$ cat config.mk
export PLATFORM = sky130hd
export DESIGN_NAME = rea_cfg
export DESIGN_NICKNAME = d
export VERILOG_FILES = /design/src/hdl/rea_pkg.sv /design/src/hdl/rea_cfg.sv
export SDC_FILE = /design/constraint.sdc
export NUM_CORES = 1
export LEC_CHECK = 0
export BUFFER_PORTS_ARGS = -buffer_cell sky130_fd_sc_hd__clkbuf_2
export CORE_MARGIN = 5
export CORE_UTILIZATION = 50
export CTS_CLUSTER_DIAMETER = 120
export DETAILED_ROUTE_END_ITERATION = 7
export HOLD_SLACK_MARGIN = 0.02
export PLACE_DENSITY = 0.82
export SLEW_MARGIN = 20
export SYNTH_ARGS = -nofsm -noshare
export SYNTH_HDL_FRONTEND = slang
export SYNTH_SLANG_ARGS = --single-unit
$ cat constraint.sdc
create_clock -name clk_i -period 5.73 [get_ports clk_i]
set_clock_uncertainty 0.05 [all_clocks]
set_input_delay 0.2865 -clock clk_i [delete_from_list [all_inputs] [get_ports clk_i]]
set_output_delay 0.2865 -clock clk_i [all_outputs]
set_load 0.005 [all_outputs]
$ cat src/hdl/rea_pkg.sv
// Shared types, constants and a helper function for the ring element ALU.
package rea_pkg;

  // Fixed field widths of the request and result ports.
  localparam int unsigned DATA_W     = 64;
  localparam int unsigned KIND_W     = 4;
  localparam int unsigned SHAMT_W    = 7;
  localparam int unsigned WID_W      = 7;
  localparam int unsigned SUM_W      = 8;
  localparam int unsigned CODE_W     = 2;
  localparam int unsigned LOW_W      = 6;
  localparam int unsigned HIGH_W     = 7;
  localparam int unsigned CFG_DATA_W = 7;
  localparam int unsigned CFG_IDX_W  = 2;
  localparam int unsigned HALF_W     = DATA_W / 2;

  // Configuration register indexes.
  typedef enum logic [CFG_IDX_W-1:0] {
    REG_WIDTH = 2'd0,
    REG_LOW   = 2'd1,
    REG_HIGH  = 2'd2
  } reg_idx_e;

  // Operation codes.
  typedef enum logic [KIND_W-1:0] {
    KIND_NOT  = 4'd0,
    KIND_NEG  = 4'd1,
    KIND_ADD  = 4'd2,
    KIND_SUB  = 4'd3,
    KIND_AND  = 4'd4,
    KIND_XOR  = 4'd5,
    KIND_MUL  = 4'd6,
    KIND_ASHR = 4'd7,
    KIND_SHR  = 4'd8,
    KIND_SHL  = 4'd9,
    KIND_REV  = 4'd10,
    KIND_MASK = 4'd11,
    KIND_EQ   = 4'd12,
    KIND_SEL  = 4'd13,
    KIND_MSB  = 4'd14,
    KIND_LSB  = 4'd15
  } kind_e;

  // Values derived from the configuration registers.
  typedef struct packed {
    logic [WID_W-1:0]  width;
    logic [DATA_W-1:0] mask;
    logic [DATA_W-1:0] range_mask;
    logic [SUM_W-1:0]  rev_sum;
  } cfg_t;

  // Ones in bit positions 0 to n-1.
  function automatic logic [DATA_W-1:0] low_ones(input logic [WID_W-1:0] n);
    logic [DATA_W-1:0] ones;
    if (n >= WID_W'(DATA_W)) begin
      ones = {DATA_W{1'b1}};
    end else begin
      ones = (DATA_W'(1) << n) - DATA_W'(1);
    end
    return ones;
  endfunction

endpackage

$ cat src/hdl/rea_cfg.sv
// Configuration registers and the width, mask and range values derived from them.
module rea_cfg #(
  parameter int unsigned MAX_WIDTH = 64
) (
  input  logic                              clk_i,
  input  logic                              rst_ni,
  input  logic                              cfg_we_i,
  input  logic [rea_pkg::CFG_IDX_W-1:0]     cfg_idx_i,
  input  logic [rea_pkg::CFG_DATA_W-1:0]    cfg_data_i,
  output rea_pkg::cfg_t                     cfg_o
);
  import rea_pkg::*;

  logic [CODE_W-1:0] width_code_q, width_code_d;
  logic [LOW_W-1:0]  range_low_q, range_low_d;
  logic [HIGH_W-1:0] range_high_q, range_high_d;

  logic [WID_W-1:0] width;
  logic [WID_W-1:0] lo;
  logic [WID_W-1:0] hi;

  // Register write decode; an index beyond the list changes nothing.
  always_comb begin
    width_code_d = width_code_q;
    range_low_d  = range_low_q;
    range_high_d = range_high_q;
    if (cfg_we_i) begin
      case (reg_idx_e'(cfg_idx_i))
        REG_WIDTH: width_code_d = cfg_data_i[CODE_W-1:0];
        REG_LOW:   range_low_d  = cfg_data_i[LOW_W-1:0];
        REG_HIGH:  range_high_d = cfg_data_i[HIGH_W-1:0];
        default:   ;
      endcase
    end
  end

  always_ff @(posedge clk_i or negedge rst_ni) begin
    if (!rst_ni) begin
      width_code_q <= CODE_W'(3);
      range_low_q  <= '0;
      range_high_q <= HIGH_W'(64);
    end else begin
      width_code_q <= width_code_d;
      range_low_q  <= range_low_d;
      range_high_q <= range_high_d;
    end
  end

  // Element width, limited to the widest element the block is built for.
  always_comb begin
    case (width_code_q)
      2'd0:    width = WID_W'(8);
      2'd1:    width = WID_W'(16);
      2'd2:    width = WID_W'(32);
      default: width = WID_W'(64);
    endcase
    if (width > WID_W'(MAX_WIDTH)) begin
      width = WID_W'(MAX_WIDTH);
    end
  end

  // Range bounds are clamped to the element width.
  assign lo = (WID_W'(range_low_q) > width) ? width : WID_W'(range_low_q);
  assign hi = (range_high_q > width) ? width : range_high_q;

  assign cfg_o.width      = width;
  assign cfg_o.mask       = low_ones(width);
  assign cfg_o.range_mask = low_ones(hi) & ~low_ones(lo);
  assign cfg_o.rev_sum    = SUM_W'(lo) + SUM_W'(hi);

endmodule

==> impl_metrics.py <==
metrics = {
    "run_status": {
        "status": "finished with violations",
        "violations": "DRC",
    },
    "timing": {
        "rsz0062_at_grt": "false",
        "setup_viol": 0,
        "min_period_ps": 5330,
        "relSlewSlack": 0.279,
        "tns_ps": 0,
        "hold_slack_ps": 222,
        "fin_crit_sh": 0.929,
        "hold_viol": 0,
        "finalMaxSlewViolations": 0,
        "worst_pin_slew_ps": 1070,
        "clock.fmax_mhz": 188,
    },
    "placement": {
        "dp_hpwl_mm": 17.4,
        "io_buffers": 143,
        "dpl-instance-area_mm2": 0.00553,
        "place_congestion": 1.02,
    },
    "yosys": {
        "synth_area_leaders": "buf_4 (9.8%), nand2_1 (6.0%), a21oi_1 (5.9%)",
        "syn_area_mm2": 0.00520,
        "yosysTopAreaCellShare": 0.0981,
        "synth-seq-area-share": 0.0729,
        "synth_ff_type": "dfrtp_1",
        "yosys_warnings": 0,
        "async_flop_share": 1.00,
        "ys_types": 96,
        "yosysTopAreaCell": "buf_4",
        "synth_edf_count": 0,
        "syn_area_per_cell_um2": 6.81,
        "synth_cells": 764,
        "ys_ff_latch": 15,
    },
    "setup_path": {
        "crit_start": "width_code_q[0]",
        "r2r_start": "range_low_q[3]",
        "crit_end": "cfg_o[50]",
        "critPathKind": "reg2out",
        "r2r_end": "range_low_q[3]",
        "r2r_cells": 1,
        "critPathCaptureType": "output port",
        "worstPathCellList": "nor2b_2 > inv_1 > ha_1 > and3_1 > and2_1 > and4_4 > o21bai_1 > nand2_1 > ha_1 > o21a_1 > o21ai_2 > a221oi_2 > buf_4 > and2_1 > a21oi_1 > a221oi_2 > clkbuf_2",
        "critPathMaxStageDelay_ps": 630,
        "r2r_slack_ps": 4560,
        "cp.arrival_ps": 4990,
        "critPathLaunchType": "register",
        "required_ps": 5390,
        "cp_slowest_cell": "dfstp_2",
        "cp_max_fo": 14,
    },
    "drt": {
        "dr.pass1.iters": 8,
        "drc": 1,
        "wl_met1_mm": 8.60,
        "vias_per_cell": 6.65,
        "antenna_left": 0,
        "post_drt_wl_per_cell_um": 23.2,
        "wl_mm": 22.2,
        "wl_met3_mm": 3.00,
        "detail_route.iter0.violations": 1140,
        "wl_met2_mm": 9.40,
        "top_layer_used": "met4",
        "via_count": 6391,
    },
    "grt": {
        "grt_pass1_wl_mm": 33.2,
        "overflow": 0,
        "first_global_vias": 5636,
        "grt_max_degree": 33,
        "grt_usage": 0.330,
        "antenna_found_initial": 0,
    },
    "floorplan": {
        "die_h_um": 112,
        "die_w_um": 112,
        "start_util": 0.509,
        "ios": 155,
        "coreArea_mm2": 0.0102,
        "dieArea_mm2": 0.0125,
        "rows": 37,
    },
    "clocking": {
        "cts_max_path_buffers": 2,
        "clock-sinks": 15,
        "clk_pin_slew_ps": 60,
        "htree_levels": 1,
        "numCtsBuffers": 3,
        "post-cts-setup-buffers": 0,
        "clkLatencyLatePin_ps": 250,
        "clockRootBuffer": "clkbuf_8",
        "cts_tree": "built",
    },
    "run": {
        "max_cap_viol_count": 0,
    },
    "layout": {
        "nets": 852,
        "drive_above_1_share": 0.282,
        "synthToLayoutAreaGrowth_pct": 7.43,
        "design_area_mm2": 0.00559,
        "nFillCells": 1058,
        "antenna_cells": 0,
    },
    "power_and_ir_drop": {
        "irDropWorstVdd_v": 0.000276,
        "p_per_area_mw_per_mm2": 655,
        "p_leak_nw": 2.43,
    },
    "worst_hold_path": {
        "holdCritStartpoint": "cfg_data_i[6]",
        "holdCritPathClass": "in2reg",
    },
}
[kinds of logic (layout without fill, tap and decap cells)]
group / after synthesis / in the layout / share of synthesized area
adder cells (fa/ha/maj): 14 / 14 / 0.0351
other: 2 / 12 / 0.00144
flip-flops: 15 / 15 / 0.0729
buffers and inverters: 135 / 186 / 0.157
AND/OR/NAND/NOR: 305 / 305 / 0.302
XOR/XNOR: 31 / 31 / 0.0522
AO/OA/AOI/OAI: 231 / 231 / 0.313
multiplexers: 31 / 31 / 0.0659
[metal layers]
layer	global-route usage	up-vias
met3	0.0636	106
met5	0	-
met4	0.150	0
met1	0.458	2864
li1	-	2839
met2	0.495	582
[placed cells by master (no fill, tap or decap), types with 10 or more instances in the layout]
cell	n
mux2_2	18
dfrtp_1	12
nand2_1	83
nand2b_1	10
xnor2_1	22
a21oi_1	60
nor2_1	77
ha_1	13
a211oi_1	11
clkbuf_2	143
nor3_1	26
nand3_1	34
a31oi_1	20
nor4_1	11
inv_1	15
mux2i_1	11
conb_1	12
buf_4	20
o21ai_0	45
[timing repair]
action                     4_1_cts  5_1_grt
resized for setup                0        2
setup endpoints to repair        0        6
hold buffers                     1        0
hold endpoints to repair        12        0
[through the flow]
stage / utilization / worst slack [ps] / total power, mW / cells
6_report: 0.546 / 405 / 3.66 / 961
5_1_grt: 0.546 / 71.1 / 3.87 / 961
4_1_cts: 0.546 / 343 / 3.54 / 961
3_5_place_dp: 0.540 / 624 / 3.44 / 956
3_3_place_gp: 0.540 / 725 / 3.47 / 956
2_1_floorplan: - / 945 / 2.32 / 774
[report_power, final]
part           internal (mW)  total (mW)  switching, mW
logic                   1.26        3.38           2.12
clock network         0.0493      0.0876         0.0383
registers              0.130       0.193         0.0632
[synth_stat cells, types with 4 or more instances]
cell	instances
xnor2_1	22
o22ai_1	6
a31oi_1	20
nand2_1	83
a2bb2oi_1	4
xor2_1	9
mux2_2	18
a221oi_1	4
a22oi_1	6
mux2i_1	11
dfrtp_1	12
ha_1	13
a21oi_1	61
nor2_1	77
nor3_1	26
nand3_1	34
nor4_1	11
inv_1	15
o21bai_1	5
a21o_1	9
o21ai_0	45
nand3b_1	4
a211oi_1	11
and2_1	9
clkbuf_1	36
and3_1	8
buf_6	7
or2_2	5
buf_4	68
o211ai_1	5
nand2b_1	10
or3_1	7
buf_2	4
nand4_1	5
[how the worst min path moves through the flow]
stage	endpoint	slack (ps)	depth (start not counted)
3_5_place_dp	range_high_q[5]	170	1
5_1_grt	range_high_q[6]	220	2
4_1_cts	range_high_q[6]	230	2
2_1_floorplan	range_high_q[0]	-60	0
3_3_place_gp	range_high_q[5]	160	1
6_report	range_high_q[6]	220	2
[state kept, by name, summed over array words and instances (netlist names)]
register and flops:
range_high_q 7, range_low_q 6, width_code_q 2
[area by class of cell]
cell class / instances / area [µm²] / share of cell area
clock buffers: 4 / 45.0 / 0.00806
inverters: 18 / 67.6 / 0.0121
multi-input cells: 624 / 4050 / 0.724
flip-flops and latches: 15 / 383 / 0.0685
well taps: 136 / 170 / 0.0304
repair buffers: 164 / 876 / 0.157
[critical path, delay by kind of cell, from the launching register on]
kind | cells | cell delay (ps)
buffers and inverters | 3 | 510
and+or+nand+nor | 6 | 1620
AOI/OAI and AO/OA | 6 | 1310
DFF | 1 | 630
adders and majority gates | 2 | 660
No activity file was read; power rests on OpenSTA's default activity.
